<file path="src/hw/rtl/durp_pkg.sv">
`default_nettype none

package durp_pkg;

  // Kept fraction digits. The datapath splits them into two groups of nine.
  localparam int FracDigits = 18;
  localparam int UnitBytes  = 3;

  // Scale pipeline layout: four partial-product steps. Beside them the scaled
  // low fraction group is divided by 1e9 with a reciprocal estimate and one
  // correction step. The final sum comes last.
  localparam int DivEst      = 2;
  localparam int DivFix      = DivEst + 1;
  localparam int SumStage    = 5;
  localparam int ScaleStages = SumStage + 1;

  localparam logic [2:0] StatusOk       = 3'd0;
  localparam logic [2:0] StatusEmpty    = 3'd1;
  localparam logic [2:0] StatusNeedNum  = 3'd2;
  localparam logic [2:0] StatusDigitOvf = 3'd3;
  localparam logic [2:0] StatusEmptyNum = 3'd4;
  localparam logic [2:0] StatusBadUnit  = 3'd5;
  localparam logic [2:0] StatusSumOvf   = 3'd6;

  localparam logic [63:0] MaxPos  = 64'h7fff_ffff_ffff_ffff;
  localparam logic [63:0] TopBit  = 64'h8000_0000_0000_0000;
  localparam logic [42:0] FracDiv = 43'd1000000000;
  // floor(2^52 / 1e9), applied to the dividend shifted right by 20.
  localparam logic [22:0] RecipMul = 23'd4503599;

  typedef enum logic [2:0] {
    UnitBad,
    UnitNs,
    UnitUs,
    UnitMs,
    UnitSec,
    UnitMin,
    UnitHour
  } unit_e;

  // One finished component and/or the end of a string.
  typedef struct packed {
    logic        last;
    logic        comp;
    logic [2:0]  ferr;
    logic        neg;
    logic [62:0] ival;
    logic [41:0] uval;
    logic [11:0] cmul;
    logic [29:0] base;
    logic [29:0] b9;
  } tok_t;

  // Scaled component leaving the pipeline.
  typedef struct packed {
    logic        last;
    logic        comp;
    logic [2:0]  ferr;
    logic        neg;
    logic [62:0] mag;
    logic        ovf;
  } res_t;

  function automatic logic [29:0] pow10(input logic [3:0] k);
    logic [29:0] p;
    case (k)
      4'd0: p = 30'd1;
      4'd1: p = 30'd10;
      4'd2: p = 30'd100;
      4'd3: p = 30'd1000;
      4'd4: p = 30'd10000;
      4'd5: p = 30'd100000;
      4'd6: p = 30'd1000000;
      4'd7: p = 30'd10000000;
      4'd8: p = 30'd100000000;
      default: p = 30'd0;
    endcase
    return p;
  endfunction

  // Digit d placed k decimal places above the units position.
  function automatic logic [29:0] frac_term(input logic [3:0] d, input logic [3:0] k);
    logic [33:0] p;
    p = {30'd0, d} * {4'd0, pow10(k)};
    return p[29:0];
  endfunction

  function automatic unit_e unit_decode(input logic [7:0] b0, input logic [7:0] b1,
                                        input logic [7:0] b2, input logic [2:0] len);
    unit_e u;
    u = UnitBad;
    if (len == 3'd1) begin
      if (b0 == "s") u = UnitSec;
      else if (b0 == "m") u = UnitMin;
      else if (b0 == "h") u = UnitHour;
    end else if (len == 3'd2 && b1 == "s") begin
      if (b0 == "n") u = UnitNs;
      else if (b0 == "u") u = UnitUs;
      else if (b0 == "m") u = UnitMs;
    end else if (len == 3'd3 && b2 == "s") begin
      // Both UTF-8 spellings of the micro sign.
      if ((b0 == 8'hc2 && b1 == 8'hb5) || (b0 == 8'hce && b1 == 8'hbc)) u = UnitUs;
    end
    return u;
  endfunction

  function automatic logic [41:0] unit_scale(input unit_e u);
    logic [41:0] v;
    case (u)
      UnitNs:   v = 42'd1;
      UnitUs:   v = 42'd1000;
      UnitMs:   v = 42'd1000000;
      UnitSec:  v = 42'd1000000000;
      UnitMin:  v = 42'd60000000000;
      UnitHour: v = 42'd3600000000000;
      default:  v = 42'd0;
    endcase
    return v;
  endfunction

  function automatic logic [11:0] unit_cmul(input unit_e u);
    logic [11:0] c;
    case (u)
      UnitMin:  c = 12'd60;
      UnitHour: c = 12'd3600;
      default:  c = 12'd1;
    endcase
    return c;
  endfunction

endpackage

`default_nettype wire

</file>
<file path="src/hw/rtl/durp_accum.sv">
`default_nettype none

module durp_accum (
  input  wire logic           clk_i,
  input  wire logic           rst_ni,
  input  wire logic           res_vld_i,
  input  wire durp_pkg::res_t res_i,
  input  wire logic           out_ready_i,
  output logic                adv_o,
  output logic                out_valid_o,
  output logic signed [63:0]  nanoseconds_o,
  output logic [2:0]          status_o
);

  logic [63:0] tot_q, tot_d;
  logic        perr_q, perr_d;
  logic        out_vld_q;
  logic [63:0] ns_q, ns_d;
  logic [2:0]  stat_q, stat_d;
  logic        fire;

  // The pipeline holds only when a finished string meets a full output register.
  assign adv_o = !(res_vld_i && res_i.last && out_vld_q && !out_ready_i);
  assign fire  = adv_o && res_vld_i;

  always_comb begin
    tot_d  = tot_q;
    perr_d = perr_q;
    if (res_i.comp) begin
      if (res_i.ovf) begin
        perr_d = 1'b1;
      end else if (tot_q <= durp_pkg::TopBit) begin
        tot_d = tot_q + {1'b0, res_i.mag};
      end
    end

    ns_d = 64'd0;
    // A scaling overflow always belongs to an earlier component than any
    // parse error, so it is reported first.
    if (perr_d) begin
      stat_d = durp_pkg::StatusSumOvf;
    end else if (res_i.ferr != durp_pkg::StatusOk) begin
      stat_d = res_i.ferr;
    end else if (tot_d > durp_pkg::TopBit || (!res_i.neg && tot_d > durp_pkg::MaxPos)) begin
      stat_d = durp_pkg::StatusSumOvf;
    end else begin
      stat_d = durp_pkg::StatusOk;
      ns_d   = res_i.neg ? (64'd0 - tot_d) : tot_d;
    end
  end

  always_ff @(posedge clk_i or negedge rst_ni) begin
    if (!rst_ni) begin
      tot_q     <= 64'd0;
      perr_q    <= 1'b0;
      out_vld_q <= 1'b0;
    end else begin
      if (fire) begin
        if (res_i.last) begin
          tot_q  <= 64'd0;
          perr_q <= 1'b0;
        end else begin
          tot_q  <= tot_d;
          perr_q <= perr_d;
        end
      end
      if (fire && res_i.last) begin
        out_vld_q <= 1'b1;
      end else if (out_ready_i) begin
        out_vld_q <= 1'b0;
      end
    end
  end

  always_ff @(posedge clk_i) begin
    if (fire && res_i.last) begin
      ns_q   <= ns_d;
      stat_q <= stat_d;
    end
  end

  assign out_valid_o   = out_vld_q;
  assign nanoseconds_o = ns_q;
  assign status_o      = stat_q;

endmodule

`default_nettype wire

</file>
<file path="config.mk">
export PLATFORM = sky130hd
export DESIGN_NAME = durp_accum
export DESIGN_NICKNAME = d
export VERILOG_FILES = /design/src/hw/rtl/durp_pkg.sv /design/src/hw/rtl/durp_accum.sv
export SDC_FILE = /design/constraint.sdc
export NUM_CORES = 1
export LEC_CHECK = 0
export ABC_CLOCK_PERIOD_IN_PS = 5200
export BUFFER_PORTS_ARGS = -buffer_cell sky130_fd_sc_hd__buf_4
export CORE_MARGIN = 10
export CORE_UTILIZATION = 55
export DETAILED_ROUTE_END_ITERATION = 16
export PLACE_DENSITY = 0.83
export SLEW_MARGIN = 20
export SYNTH_ARGS = -nofsm -noshare
export SYNTH_HDL_FRONTEND = slang
export SYNTH_SLANG_ARGS = --single-unit
export TNS_END_PERCENT = 1
</file>
<file path="constraint.sdc">
create_clock -name clk_i -period 5.2 [get_ports clk_i]
set_clock_uncertainty 0.1 [all_clocks]
set_input_delay 0.52 -clock clk_i [delete_from_list [all_inputs] [get_ports clk_i]]
set_output_delay 0.52 -clock clk_i [all_outputs]
set_load 0.1 [all_outputs]
</file>
==> impl_metrics.py <==
metrics = {
    "layout": {
        "design_area_um2": 14800,
        "layout.area.seq_um2": 3660,
        "multi_input_comb_area_um2": 8170,
        "layout_stage_area_growth_over_the_synthesis_result_pct": 20.6,
        "drive_gt1_share_pct": 19.2,
        "finalCoreUtilization_pct": 67.6,
        "diodes": 0,
        "finish.net_count": 1850,
        "n_fill_cell": 1909,
    },
    "synth": {
        "postSynthRegisterBits": 133,
        "synthesis.area_per_instance_um2": 8.02,
        "dominant_register_cell_in_the_synthesized_netlist": "edfxtp_1",
        "synth_fp_nets": 1670,
        "post-synth-top-count-cell": "nand2_1",
        "yosys.area.top_type": "edfxtp_1",
        "synth.cells.most_frequent": "nand2_1 (207), nor2_1 (174), o21ai_0 (142), a21oi_1 (127), edfxtp_1 (67)",
        "synthArstFlopShare_pct": 49.6,
        "syn_inst": 1530,
        "synth_area_um2": 12300,
        "synth.area.top_cells": "edfxtp_1 (16%), dfrtp_1 (13%), ha_1 (6.6%), nand2_1 (6.3%), o21ai_0 (5.8%)",
        "yosysTopAreaCellShare_pct": 16.4,
        "synth_seq_area_share_pct": 29.9,
        "synth.lib_cells_used.distinct": 95,
        "synthesis.yosys.warnings": 0,
        "synth_enable_flop_cells": 67,
    },
    "floorplan": {
        "floorplan.die_area_um2": 28700,
        "die-width_um": 169,
        "core_ar_um2": 21900,
        "chipHeight_um": 169,
        "io_pins": 143,
        "floorplan.rows": 54,
        "initial_utilization_pct": 56.1,
    },
    "cts": {
        "clockRootBuffer": "clkbuf_16",
        "tritoncts": "done",
        "cts_post_setup_buffers_inserted": 0,
        "clock_tree.htree_level_count": 4,
        "clock_sink_count": 133,
        "cts.reportedPaths.clkPinSlew_ns": 0.07,
        "worst_skew_pair.late_latency_ns": 0.44,
        "cts.path.max_buffers": 2,
        "cts_buffers": 17,
        "cts_hold_buffers": 0,
    },
    "drt": {
        "dr_total_vias": 13200,
        "firstDrtPassIters": 6,
        "remaining_antenna_violation_count_after_routing": 0,
        "drt-total-wl_mm": 47.7,
        "dr.first_iter.drc_count": 1503,
        "drc": 0,
        "routed_wl_per_cell_um": 23.8,
        "via_to_cell_ratio": 6.59,
    },
    "place": {
        "io_buffer_count": 142,
        "dp_hpwl_mm": 37.2,
        "place_ws_ns": 0.126,
        "globalplace.congestion": 1.05,
        "placedInstanceArea_um2": 14100,
    },
    "sta": {
        "finalWorstSetupSlack_ns": 0.221,
        "timing.final.crit_period_ns": 4.98,
        "setup-violations-final": 0,
        "slew-limit-headroom_pct": 24.9,
        "finalSetupTns_ns": 0,
        "worst-slew-pin-transition_ns": 1.13,
        "rsz0062_at_grt": "false",
        "layout_worst_path_cycle_share_pct": 95.7,
        "final-hold-violation-count": 0,
        "fmax_mhz": 201,
        "slew_violations": 0,
    },
    "global_route": {
        "gr_util_met3_pct": 7.90,
        "grt_pass1_vias": 12700,
        "global_route_wire_length_before_repair_mm": 72.9,
        "grt_most_used_layer": "met2",
        "grt_total_usage_pct": 32.0,
        "grt_use_met1_pct": 43.2,
        "gr-total-overflow": 0,
        "antenna_found_initial": 1,
        "grt_max_degree": 67,
        "globalRouteMet2Util_pct": 49.6,
    },
    "power": {
        "total_leakage_power_nw": 6.16,
        "power.total_w": 0.00481,
        "vdd_drop_max_uv": 185,
        "pwr_density_cell_nw_per_um2": 325,
    },
    "critical_path": {
        "criticalPathCategory": "reg2reg",
        "launching_element_type_of_the_critical_path": "flip-flop",
        "arrival_ns": 5.06,
        "worst_ep_required_time_ns": 5.28,
        "critPathCaptureType": "flip-flop",
        "path_cells": "nor4_1, nand4_1, nor4_2, buf_4, a21o_2, a21oi_1, inv_1, ha_1, nand4_1, o41ai_2, nand3_2, nor3_4, nand3_2, buf_4, o41ai_2, xnor2_1, nor2_1",
        "critical_path.n_buffers_inverters": 3,
        "kind_of_cell_adding_the_most_delay_to_the_critical_path": "simple AND/OR/NAND/NOR gates",
        "delay_contributed_by_the_slowest_stage_of_the_critical_path_ns": 0.65,
        "worst-path-max-fanout": 6,
        "critical-path-slowest-cell": "nor4_1",
    },
    "hold_path": {
        "hold_class": "in2async",
    },
    "outcome": {
        "run_status": "finished, final reports clean",
    },
    "run": {
        "maxCapViolCount": 0,
    },
}
-- stage by stage --
step           hold slack (ns)  std cells
6_report                 0.138       2003
5_1_grt                  0.196       2003
4_1_cts                  0.168       2003
3_5_place_dp             0.432       1971
3_3_place_gp             0.417       1971
2_1_floorplan            0.124       1530
-- path summary, 6_finish.rpt --
| path | from | endpoint | slack [ns] | cells after the start |
|---|---|---|---|---|
| worst min-delay path | rst_ni | tot_q[18] | 0.14 | 1 |
| min in group clk_i | res_i[66] | status_o[1] | 0.28 | 3 |
| worst max register to register | tot_q[34] | nanoseconds_o[58] | 0.22 | 17 |
| worst min register to register | tot_q[9] | tot_q[9] | 0.45 | 2 |
| worst max-delay path | tot_q[34] | nanoseconds_o[58] | 0.22 | 17 |
| max in group asynchronous | rst_ni | tot_q[49] | 4.19 | 1 |
-- cell usage in the layout, fill, tap and decap left out, types with 6 or more instances in the layout --
cell       instances
buf_4            240
o21a_1             7
mux2i_1           35
or2_2              6
nor4_1            17
o31ai_1           18
clkbuf_16         17
a31oi_1           15
nor3_1            37
a22o_1            12
o211ai_1          17
o41ai_2            6
nand3_1           31
ha_1              65
nand2b_1          13
a21oi_1          127
nand2_1          206
dfrtp_1           66
inv_1             25
o21ai_0          142
nor2b_1            6
and2_1            12
o21bai_1           8
and4_1             8
a21boi_0           9
o21ai_1            6
nand4_1           37
nor2_1           172
edfxtp_1          67
a21o_1            22
a211oi_1          11
o31ai_2            8
or4_1              8
or3_1             16
xnor2_1           65
o31a_1             6
xor2_1            30
and3_1            13
-- cell families after synthesis --
group	Yosys count	synth area share, %
xor+xnor	95	6.78
flops	133	29.9
compound gates	477	25.5
simple gates	615	24.3
fa+ha+maj	66	6.79
mux	35	2.86
buf+inv	109	3.97
-- repair_timing --
action                                 4_1_cts  5_1_grt
setup endpoints to repair                    0       58
endpoints found under the hold margin        0        0
gates resized for setup                      0        4
-- registers in the layout, indices dropped and copies added, names as in the netlist --
signal,count
perr_q,1
status_o,3
nanoseconds_o,64
out_valid_o,1
tot_q,64
-- area by class of cell --
cell class / count / area share [%]
Tap cell: 280 / 2.37
Sequential cell: 133 / 24.8
Clock buffer: 19 / 2.93
Timing Repair Buffer: 243 / 12.6
Multi-Input combinational cell: 1288 / 55.2
Clock inverter: 13 / 1.49
Inverter: 27 / 0.685
-- layer usage --
layer	up-vias	wire length, um
met1	6348	19800
li1	6017	-
met2	757	21400
met5	-	12
met4	2	1420
met3	83	5050
-- power breakdown --
group          total [W]  leakage, nW  switching [W]  internal, W
Combinational    0.00211         4.32        0.00137     0.000738
Clock            0.00142        0.311       0.000553     0.000863
Sequential       0.00129         1.53      0.0000962      0.00119
No activity file was read; power rests on OpenSTA's default activity.
