File: src/hw/rtl/durp_pkg.sv
`default_nettype none

package durp_pkg;

  // Kept fraction digits. The datapath splits them into two groups of nine.
  localparam int FracDigits = 18;
  localparam int UnitBytes  = 3;

  // Scale pipeline layout: four partial-product steps. Beside them the scaled
  // low fraction group is divided by 1e9 with a reciprocal estimate and one
  // correction step. The final sum comes last.
  localparam int DivEst      = 2;
  localparam int DivFix      = DivEst + 1;
  localparam int SumStage    = 5;
  localparam int ScaleStages = SumStage + 1;

  localparam logic [2:0] StatusOk       = 3'd0;
  localparam logic [2:0] StatusEmpty    = 3'd1;
  localparam logic [2:0] StatusNeedNum  = 3'd2;
  localparam logic [2:0] StatusDigitOvf = 3'd3;
  localparam logic [2:0] StatusEmptyNum = 3'd4;
  localparam logic [2:0] StatusBadUnit  = 3'd5;
  localparam logic [2:0] StatusSumOvf   = 3'd6;

  localparam logic [63:0] MaxPos  = 64'h7fff_ffff_ffff_ffff;
  localparam logic [63:0] TopBit  = 64'h8000_0000_0000_0000;
  localparam logic [42:0] FracDiv = 43'd1000000000;
  // floor(2^52 / 1e9), applied to the dividend shifted right by 20.
  localparam logic [22:0] RecipMul = 23'd4503599;

  typedef enum logic [2:0] {
    UnitBad,
    UnitNs,
    UnitUs,
    UnitMs,
    UnitSec,
    UnitMin,
    UnitHour
  } unit_e;

  // One finished component and/or the end of a string.
  typedef struct packed {
    logic        last;
    logic        comp;
    logic [2:0]  ferr;
    logic        neg;
    logic [62:0] ival;
    logic [41:0] uval;
    logic [11:0] cmul;
    logic [29:0] base;
    logic [29:0] b9;
  } tok_t;

  // Scaled component leaving the pipeline.
  typedef struct packed {
    logic        last;
    logic        comp;
    logic [2:0]  ferr;
    logic        neg;
    logic [62:0] mag;
    logic        ovf;
  } res_t;

  function automatic logic [29:0] pow10(input logic [3:0] k);
    logic [29:0] p;
    case (k)
      4'd0: p = 30'd1;
      4'd1: p = 30'd10;
      4'd2: p = 30'd100;
      4'd3: p = 30'd1000;
      4'd4: p = 30'd10000;
      4'd5: p = 30'd100000;
      4'd6: p = 30'd1000000;
      4'd7: p = 30'd10000000;
      4'd8: p = 30'd100000000;
      default: p = 30'd0;
    endcase
    return p;
  endfunction

  // Digit d placed k decimal places above the units position.
  function automatic logic [29:0] frac_term(input logic [3:0] d, input logic [3:0] k);
    logic [33:0] p;
    p = {30'd0, d} * {4'd0, pow10(k)};
    return p[29:0];
  endfunction

  function automatic unit_e unit_decode(input logic [7:0] b0, input logic [7:0] b1,
                                        input logic [7:0] b2, input logic [2:0] len);
    unit_e u;
    u = UnitBad;
    if (len == 3'd1) begin
      if (b0 == "s") u = UnitSec;
      else if (b0 == "m") u = UnitMin;
      else if (b0 == "h") u = UnitHour;
    end else if (len == 3'd2 && b1 == "s") begin
      if (b0 == "n") u = UnitNs;
      else if (b0 == "u") u = UnitUs;
      else if (b0 == "m") u = UnitMs;
    end else if (len == 3'd3 && b2 == "s") begin
      // Both UTF-8 spellings of the micro sign.
      if ((b0 == 8'hc2 && b1 == 8'hb5) || (b0 == 8'hce && b1 == 8'hbc)) u = UnitUs;
    end
    return u;
  endfunction

  function automatic logic [41:0] unit_scale(input unit_e u);
    logic [41:0] v;
    case (u)
      UnitNs:   v = 42'd1;
      UnitUs:   v = 42'd1000;
      UnitMs:   v = 42'd1000000;
      UnitSec:  v = 42'd1000000000;
      UnitMin:  v = 42'd60000000000;
      UnitHour: v = 42'd3600000000000;
      default:  v = 42'd0;
    endcase
    return v;
  endfunction

  function automatic logic [11:0] unit_cmul(input unit_e u);
    logic [11:0] c;
    case (u)
      UnitMin:  c = 12'd60;
      UnitHour: c = 12'd3600;
      default:  c = 12'd1;
    endcase
    return c;
  endfunction

endpackage

`default_nettype wire

File: src/hw/rtl/durp_front.sv
`default_nettype none

module durp_front (
  input  wire logic           clk_i,
  input  wire logic           rst_ni,
  input  wire logic           take_i,
  input  wire logic [7:0]     char_in_i,
  input  wire logic           has_char_i,
  input  wire logic           last_i,
  output logic                tok_vld_o,
  output durp_pkg::tok_t      tok_o
);

  localparam logic [2:0] PhStart = 3'd0;
  localparam logic [2:0] PhComp  = 3'd1;
  localparam logic [2:0] PhInt   = 3'd2;
  localparam logic [2:0] PhFrac  = 3'd3;
  localparam logic [2:0] PhUnit  = 3'd4;
  localparam logic [2:0] PhErr   = 3'd5;

  logic [2:0]  phase_q, phase_d;
  logic        neg_q, neg_d;
  logic [62:0] ival_q, ival_d;
  logic        dseen_q, dseen_d;
  logic        lzero_q, lzero_d;
  logic [7:0]  ubyte_q [durp_pkg::UnitBytes];
  logic [7:0]  ubyte_d [durp_pkg::UnitBytes];
  logic [2:0]  ulen_q, ulen_d;
  logic [9:0]  a3_q, a3_d;
  logic [19:0] a6_q, a6_d;
  logic [29:0] a9_q, a9_d;
  logic [29:0] b9_q, b9_d;
  logic [4:0]  fcnt_q, fcnt_d;
  logic [2:0]  ferr_q, ferr_d;

  always_comb begin
    logic [2:0]      ph;
    logic            skip;
    logic            isdig;
    logic [3:0]      dig;
    logic [66:0]     mul10;
    logic [4:0]      kk;
    logic [29:0]     ft;
    logic            fin_dig;
    logic            fin_end;
    durp_pkg::unit_e ucode;
    logic [62:0]     c_ival;
    logic [9:0]      c_a3;
    logic [19:0]     c_a6;
    logic [29:0]     c_a9;
    logic [29:0]     c_b9;
    logic [2:0]      t_ferr;
    logic            t_neg;

    phase_d = phase_q;
    neg_d   = neg_q;
    ival_d  = ival_q;
    dseen_d = dseen_q;
    lzero_d = lzero_q;
    ubyte_d = ubyte_q;
    ulen_d  = ulen_q;
    a3_d    = a3_q;
    a6_d    = a6_q;
    a9_d    = a9_q;
    b9_d    = b9_q;
    fcnt_d  = fcnt_q;
    ferr_d  = ferr_q;

    ph      = phase_q;
    skip    = 1'b0;
    isdig   = (char_in_i >= "0") && (char_in_i <= "9");
    dig     = char_in_i[3:0];
    mul10   = ({4'd0, ival_q} << 3) + ({4'd0, ival_q} << 1) + {63'd0, dig};
    kk      = 5'd0;
    ft      = 30'd0;
    fin_dig = 1'b0;
    fin_end = 1'b0;
    ucode   = durp_pkg::UnitBad;
    c_ival  = ival_q;
    c_a3    = a3_q;
    c_a6    = a6_q;
    c_a9    = a9_q;
    c_b9    = b9_q;
    t_ferr  = durp_pkg::StatusOk;
    t_neg   = 1'b0;

    if (has_char_i) begin
      if (ph == PhStart) begin
        ph      = PhComp;
        phase_d = PhComp;
        if (char_in_i == "+" || char_in_i == "-") begin
          neg_d = (char_in_i == "-");
          skip  = 1'b1;
        end
      end
      if (!skip) begin
        case (ph)
          PhComp: begin
            if (isdig) begin
              phase_d = PhInt;
              dseen_d = 1'b1;
              lzero_d = (dig == 4'd0);
              ival_d  = {59'd0, dig};
            end else if (char_in_i == ".") begin
              phase_d = PhFrac;
            end else begin
              ferr_d  = durp_pkg::StatusNeedNum;
              phase_d = PhErr;
            end
          end
          PhInt: begin
            lzero_d = 1'b0;
            if (isdig) begin
              if (|mul10[66:63]) begin
                ferr_d  = durp_pkg::StatusDigitOvf;
                phase_d = PhErr;
              end else begin
                ival_d = mul10[62:0];
              end
            end else if (char_in_i == ".") begin
              phase_d = PhFrac;
            end else begin
              if (ulen_q < 3'(durp_pkg::UnitBytes)) ubyte_d[ulen_q[1:0]] = char_in_i;
              if (ulen_q <= 3'(durp_pkg::UnitBytes)) ulen_d = ulen_q + 3'd1;
              phase_d = PhUnit;
            end
          end
          PhFrac: begin
            if (isdig) begin
              if (fcnt_q < 5'(durp_pkg::FracDigits)) begin
                // Each digit lands in every prefix group that still has room.
                if (fcnt_q < 5'd3) begin
                  kk   = 5'd2 - fcnt_q;
                  ft   = durp_pkg::frac_term(dig, kk[3:0]);
                  a3_d = a3_q + ft[9:0];
                end
                if (fcnt_q < 5'd6) begin
                  kk   = 5'd5 - fcnt_q;
                  ft   = durp_pkg::frac_term(dig, kk[3:0]);
                  a6_d = a6_q + ft[19:0];
                end
                if (fcnt_q < 5'd9) begin
                  kk   = 5'd8 - fcnt_q;
                  a9_d = a9_q + durp_pkg::frac_term(dig, kk[3:0]);
                end else begin
                  kk   = 5'd17 - fcnt_q;
                  b9_d = b9_q + durp_pkg::frac_term(dig, kk[3:0]);
                end
                fcnt_d = fcnt_q + 5'd1;
              end
            end else if (!dseen_q && ival_q == 63'd0 && a9_q == 30'd0 && b9_q == 30'd0) begin
              ferr_d  = durp_pkg::StatusEmptyNum;
              phase_d = PhErr;
            end else begin
              if (ulen_q < 3'(durp_pkg::UnitBytes)) ubyte_d[ulen_q[1:0]] = char_in_i;
              if (ulen_q <= 3'(durp_pkg::UnitBytes)) ulen_d = ulen_q + 3'd1;
              phase_d = PhUnit;
            end
          end
          PhUnit: begin
            if (isdig) begin
              // A digit closes the component and opens the next one, or flags a bad unit.
              ucode = durp_pkg::unit_decode(ubyte_q[0], ubyte_q[1], ubyte_q[2], ulen_q);
              if (ucode == durp_pkg::UnitBad) begin
                ferr_d  = durp_pkg::StatusBadUnit;
                phase_d = PhErr;
              end else begin
                fin_dig = 1'b1;
                a3_d    = 10'd0;
                a6_d    = 20'd0;
                a9_d    = 30'd0;
                b9_d    = 30'd0;
                fcnt_d  = 5'd0;
                ulen_d  = 3'd0;
                phase_d = PhInt;
                dseen_d = 1'b1;
                lzero_d = (dig == 4'd0);
                ival_d  = {59'd0, dig};
              end
            end else begin
              if (ulen_q < 3'(durp_pkg::UnitBytes)) ubyte_d[ulen_q[1:0]] = char_in_i;
              if (ulen_q <= 3'(durp_pkg::UnitBytes)) ulen_d = ulen_q + 3'd1;
            end
          end
          default: begin
          end
        endcase
      end
    end

    if (!fin_dig) begin
      c_ival = ival_d;
      c_a3   = a3_d;
      c_a6   = a6_d;
      c_a9   = a9_d;
      c_b9   = b9_d;
    end

    if (last_i) begin
      t_ferr = ferr_d;
      t_neg  = neg_d;
      case (phase_d)
        PhStart: t_ferr = durp_pkg::StatusEmpty;
        PhComp:  t_ferr = durp_pkg::StatusNeedNum;
        PhInt: begin
          if (!lzero_d) t_ferr = durp_pkg::StatusBadUnit;
        end
        PhFrac: begin
          if (!dseen_d && ival_d == 63'd0 && a9_d == 30'd0 && b9_d == 30'd0) begin
            t_ferr = durp_pkg::StatusEmptyNum;
          end else begin
            t_ferr = durp_pkg::StatusBadUnit;
          end
        end
        PhUnit: begin
          ucode = durp_pkg::unit_decode(ubyte_d[0], ubyte_d[1], ubyte_d[2], ulen_d);
          if (ucode == durp_pkg::UnitBad) t_ferr = durp_pkg::StatusBadUnit;
          else fin_end = 1'b1;
        end
        default: begin
        end
      endcase
      phase_d = PhStart;
      neg_d   = 1'b0;
      ival_d  = 63'd0;
      dseen_d = 1'b0;
      lzero_d = 1'b0;
      ulen_d  = 3'd0;
      a3_d    = 10'd0;
      a6_d    = 20'd0;
      a9_d    = 30'd0;
      b9_d    = 30'd0;
      fcnt_d  = 5'd0;
      ferr_d  = durp_pkg::StatusOk;
    end

    tok_vld_o    = take_i && (fin_dig || fin_end || last_i);
    tok_o.last   = last_i;
    tok_o.comp   = fin_dig || fin_end;
    tok_o.ferr   = t_ferr;
    tok_o.neg    = t_neg;
    tok_o.ival   = c_ival;
    tok_o.uval   = durp_pkg::unit_scale(ucode);
    tok_o.cmul   = durp_pkg::unit_cmul(ucode);
    case (ucode)
      durp_pkg::UnitUs:   tok_o.base = {20'd0, c_a3};
      durp_pkg::UnitMs:   tok_o.base = {10'd0, c_a6};
      durp_pkg::UnitSec,
      durp_pkg::UnitMin,
      durp_pkg::UnitHour: tok_o.base = c_a9;
      default:            tok_o.base = 30'd0;
    endcase
    tok_o.b9 = (ucode == durp_pkg::UnitMin || ucode == durp_pkg::UnitHour) ? c_b9 : 30'd0;
  end

  always_ff @(posedge clk_i or negedge rst_ni) begin
    if (!rst_ni) begin
      phase_q <= PhStart;
      neg_q   <= 1'b0;
      ival_q  <= 63'd0;
      dseen_q <= 1'b0;
      lzero_q <= 1'b0;
      ulen_q  <= 3'd0;
      a3_q    <= 10'd0;
      a6_q    <= 20'd0;
      a9_q    <= 30'd0;
      b9_q    <= 30'd0;
      fcnt_q  <= 5'd0;
      ferr_q  <= durp_pkg::StatusOk;
    end else if (take_i) begin
      phase_q <= phase_d;
      neg_q   <= neg_d;
      ival_q  <= ival_d;
      dseen_q <= dseen_d;
      lzero_q <= lzero_d;
      ulen_q  <= ulen_d;
      a3_q    <= a3_d;
      a6_q    <= a6_d;
      a9_q    <= a9_d;
      b9_q    <= b9_d;
      fcnt_q  <= fcnt_d;
      ferr_q  <= ferr_d;
    end
  end

  // Unit bytes are only read after being written for the current component.
  always_ff @(posedge clk_i) begin
    if (take_i) begin
      ubyte_q <= ubyte_d;
    end
  end

endmodule

`default_nettype wire

File: config.mk
export PLATFORM = sky130hd
export DESIGN_NAME = durp_front
export DESIGN_NICKNAME = d
export VERILOG_FILES = /design/src/hw/rtl/durp_pkg.sv /design/src/hw/rtl/durp_front.sv
export SDC_FILE = /design/constraint.sdc
export NUM_CORES = 2
export LEC_CHECK = 0
export BUFFER_PORTS_ARGS = -buffer_cell sky130_fd_sc_hd__buf_2
export CAP_MARGIN = 10
export CORE_ASPECT_RATIO = 1.25
export CORE_MARGIN = 3
export CORE_UTILIZATION = 30
export CTS_CLUSTER_DIAMETER = 150
export DETAILED_ROUTE_END_ITERATION = 10
export GPL_TIMING_DRIVEN = 1
export PLACE_DENSITY = 0.48
export SETUP_SLACK_MARGIN = 0.15
export SKIP_CTS_REPAIR_TIMING = 1
export SLEW_MARGIN = 20
export SYNTH_ARGS = -nofsm -noshare
export SYNTH_HDL_FRONTEND = slang
export SYNTH_SLANG_ARGS = --single-unit
export TNS_END_PERCENT = 50
File: constraint.sdc
create_clock -name clk_i -period 13.85 [get_ports clk_i]
set_clock_uncertainty 0.2 [all_clocks]
set_input_delay 0 -clock clk_i [delete_from_list [all_inputs] [get_ports clk_i]]
set_output_delay 0 -clock clk_i [all_outputs]
set_load 0.02 [all_outputs]
==> results.txt <==
----------------------------------------------------
[Status]
  Status ... finished clean

[Drt]
  Via count ... 28289
  Post-detailed-route wirelength per cell ... 22.61 µm
  WL final ... 118.0 mm
  Drt first-iter violations ... 1767
  DRC Markers ... 0
  Remaining antenna violation count after routing ... 0
  First-pass DRT Iterations ... 6
  Via density per instance ... 5.419

[Power]
  Pwr per Cell Area ... 81.94 mW/mm²
  Largest vdd supply drop ... 0.1020 mV
  Static Leakage ... 0.01567 µW

[Place]
  Detailed placer's ending HPWL ... 92.04 mm
  Number of buffers inserted by port buffering ... 184
  Total instance count after detailed placement ... 5173
  Final GP Congestion ... 0.9024

[Yosys]
  Netlist cell types ... 96
  Area share of the largest cell type after synthesis ... 14.18%
  Synthesized flop and latch total ... 194
  Gate Count Post-Synth ... 3859
  Average footprint of a synthesized cell ... 7.775 µm²
  Dominant cell type by area after synthesis ... sky130_fd_sc_hd__dfrtp_1
  Count of flip-flops with a built-in enable after synthesis ... 24
  Ys async rst share ... 87.63%
  Part of the Yosys area used for sequential elements ... 16.58%
  Yosys warnings ... 0
  Dominant synthesized flop cell ... sky130_fd_sc_hd__dfrtp_1
  Cell area after technology mapping ... 0.03000 mm²
  Top area cells in the synthesized netlist ... sky130_fd_sc_hd__dfrtp_1, sky130_fd_sc_hd__fa_1, sky130_fd_sc_hd__ha_1

[Setup path]
  Kind of launch point of the worst setup path ... flop
  Depth of the critical timing path with buffers and inverters included ... 27
  Critical register-to-register path endpoint ... a9_q[28]
  Top fanout value on the critical path ... 14
  Required time of the critical path ... 13.65 ns
  Reg-to-reg critical path startpoint ... fcnt_q[0]
  Standard cell with the maximum stage delay on the critical path ... sky130_fd_sc_hd__dfrtp_1
  Count of buffering cells on the critical path with inverters included ... 3
  Minimum setup slack among reg-to-reg paths ... 5.54 ns
  Cell with the most instances on the worst path ... sky130_fd_sc_hd__fa_1
  Number of cell instances on the worst register-to-register path ... 25
  Type of element capturing the critical path ... output port
  Largest stage delay on the critical path ... 0.69 ns
  Kind of critical path ... flop to output port
  Top cell family by delay on the critical path ... simple AND/OR/NAND/NOR gates
  Data arrival time of the worst path ... 9.58 ns

[Global routing]
  Overall track demand over capacity in global routing ... 22.48%
  Number of global-route vias before repair ... 28695
  Wire length of the first global-routing pass ... 179.0 mm
  GRT Residual Overflow ... 0
  Pin count of the biggest net entering global routing ... 84
  Initial antenna violation count ... 3

[Layout]
  Synth-to-layout area growth ... 9.012%
  Filler cell count ... 10744
  Number of nets in the layout ... 4382
  Share of final-layout standard cells stronger than drive strength 1 ... 9.061%
  Final cell count without fillers ... 5220

[Floorplanning]
  Die Footprint ... 0.1039 mm²
  Horizontal die dimension ... 288.9 µm
  Die Y-Extent ... 359.6 µm
  Number of standard-cell rows in the floorplan ... 129
  Initial Util ... 30.27%
  I/O pin count ... 197
  Core area ... 0.09910 mm²

[Min path]
  Hold Path Cell Cnt ... 4
  Hold endpoint ... ubyte_q[16]
  Source of the worst hold timing path ... char_in_i[0]
  Min-delay worst type ... input port to flop

[Clock tree]
  Worst-case clock buffer depth ... 2
  CTS clock-pin slew for the worst setup and hold paths ... 0.09 ns
  CTS H-tree depth ... 4
  CTS tree ... built
  Number of buffers inserted during clock tree synthesis ... 17
  Skew-Pair Late Insertion Delay ... 0.54 ns
  TritonCTS Sinks ... 194
  Library cell used as clock root buffer ... sky130_fd_sc_hd__clkbuf_16

[STA]
  Final setup violation count ... 0
  Number of hold violations in the final report ... 0
  Timing-limited maximum frequency ... 0.1023 GHz
  Setup TNS ... 0 ns
  Slew HR ... 27.69%
  Count of pins over their slew limit ... 0
  Setup repair after global routing missed its margin ... false
  Actual slew at the worst max-slew pin ... 1.076 ns
  Minimum period implied by the final worst setup slack ... 9.779 ns
  Final period util ... 70.61%

[Job]
  Max_cap viols ... 0

----------------------------------------------------
==> cell usage in the layout, fill, tap and decap left out, drive strengths merged, types with 26 or more instances in the layout <==
cell type / n
nand2b: 31
inv: 515
and3: 71
nor2: 204
o21bai: 37
a211oi: 26
nor3: 67
a22oi: 73
xnor2: 109
a22o: 33
o21a: 29
o21ai: 231
and2: 100
fa: 208
nand4: 50
o22ai: 151
nand3: 56
a32oi: 26
a21oi: 275
a21o: 73
xor2: 56
nand2: 405
buf: 230
dfrtp: 170
ha: 267
nor2b: 31
nor4: 59
==> per-layer routing <==
layer  vias to the layer above  global-route usage (%)  wire length, µm
li1                      13472                       -                -
met1                     13968                   27.03            48190
met2                       697                   40.61            60380
met3                       152                   2.476             4725
met4                         0                   8.810             4705
met5                         -                       0                0
==> registers in the layout, indices dropped and copies added, names as in the netlist <==
name	cells
dseen_q	1
fcnt_q	5
a6_q	20
a3_q	10
ubyte_q	24
b9_q	30
ulen_q	3
ival_q	63
a9_q	30
neg_q	1
lzero_q	1
phase_q	3
ferr_q	3
==> worst register-to-register path: cells and delay by family (launching register included) <==
kind                       cells  cell delay, ns
and+or+nand+nor                4            0.91
adders and majority gates      5            2.26
buffers and inverters          3            0.58
DFF                            1            0.69
xor gates and xnor gates       2            0.69
AOI/OAI and AO/OA             11            2.82
==> final cells by class <==
type | instances | area [µm²] | share of cell area, %
Sequential cell | 194 | 4975 | 15.21
Multi-Input combinational cell | 2929 | 22130 | 67.67
Antenna cell | 3 | 7.507 | 0.02295
Timing Repair Buffer | 242 | 1425 | 4.357
Inverter | 510 | 1914 | 5.853
Clock buffer | 18 | 429.2 | 1.312
Tap cell | 1310 | 1639 | 5.011
Clock inverter | 14 | 183.9 | 0.5624
==> report_power, final <==
part	switching (µW)	internal (µW)	leakage [µW]
Clock	315	261	0.000297
Sequential	50.5	612	0.00257
Combinational	870	572	0.0128
Total	1230	1450	0.0157
==> Yosys cell counts, drive strengths merged (24+ instances only) <==
cell type,n
and2,100
o21a,29
fa,208
a21oi,275
a22oi,73
nor2,204
buf,78
dfrtp,170
nand3,56
nor2b,31
edfxtp,24
clkbuf,159
o21bai,37
ha,267
o22ai,151
a21o,73
nand4,50
a211oi,26
a22o,33
o21ai,231
xnor2,109
nor3,67
a32oi,26
xor2,56
nor4,59
and3,71
nand2b,31
nand2,405
inv,508
==> worst max path at each step <==
| stage | startpoint | end | slack (ns) |
|---|---|---|---|
| after global placement | fcnt_q[0] | tok_o[178] | 4.95 |
| final | fcnt_q[0] | tok_o[178] | 4.07 |
| after floorplan | fcnt_q[0] | tok_o[178] | 6.58 |
| after detailed placement | fcnt_q[0] | tok_o[178] | 4.69 |
| after global routing | fcnt_q[0] | tok_o[178] | 3.51 |
| after CTS | fcnt_q[0] | tok_o[178] | 4.07 |
==> metrics by stage <==
step                      util (%)  worst slack [ns]  instance area [µm²]  hold WS [ns]  power, µW
final                        33.00             4.071                32710       0.07981       2680
after global routing         33.00             3.512                32700        0.1044       2920
after CTS                    32.86             4.072                32560       -0.7829       2703
after detailed placement     32.24             4.685                31950       -0.1933       2109
after global placement       32.21             4.953                31920       -0.1933       2108
after floorplan                  -             6.579                30040       -0.4956       1758
==> logic make-up after synthesis <==
| group | share of synthesized area [%] |
|---|---|
| simple gates | 19.42 |
| compound gates | 23.60 |
| buf+inv | 10.02 |
| fa+ha+maj | 25.01 |
| flops | 16.58 |
| xor+xnor | 4.817 |
| mux | 0.5338 |
| other cells | 0.01250 |
(Power assumes the default switching activity.)
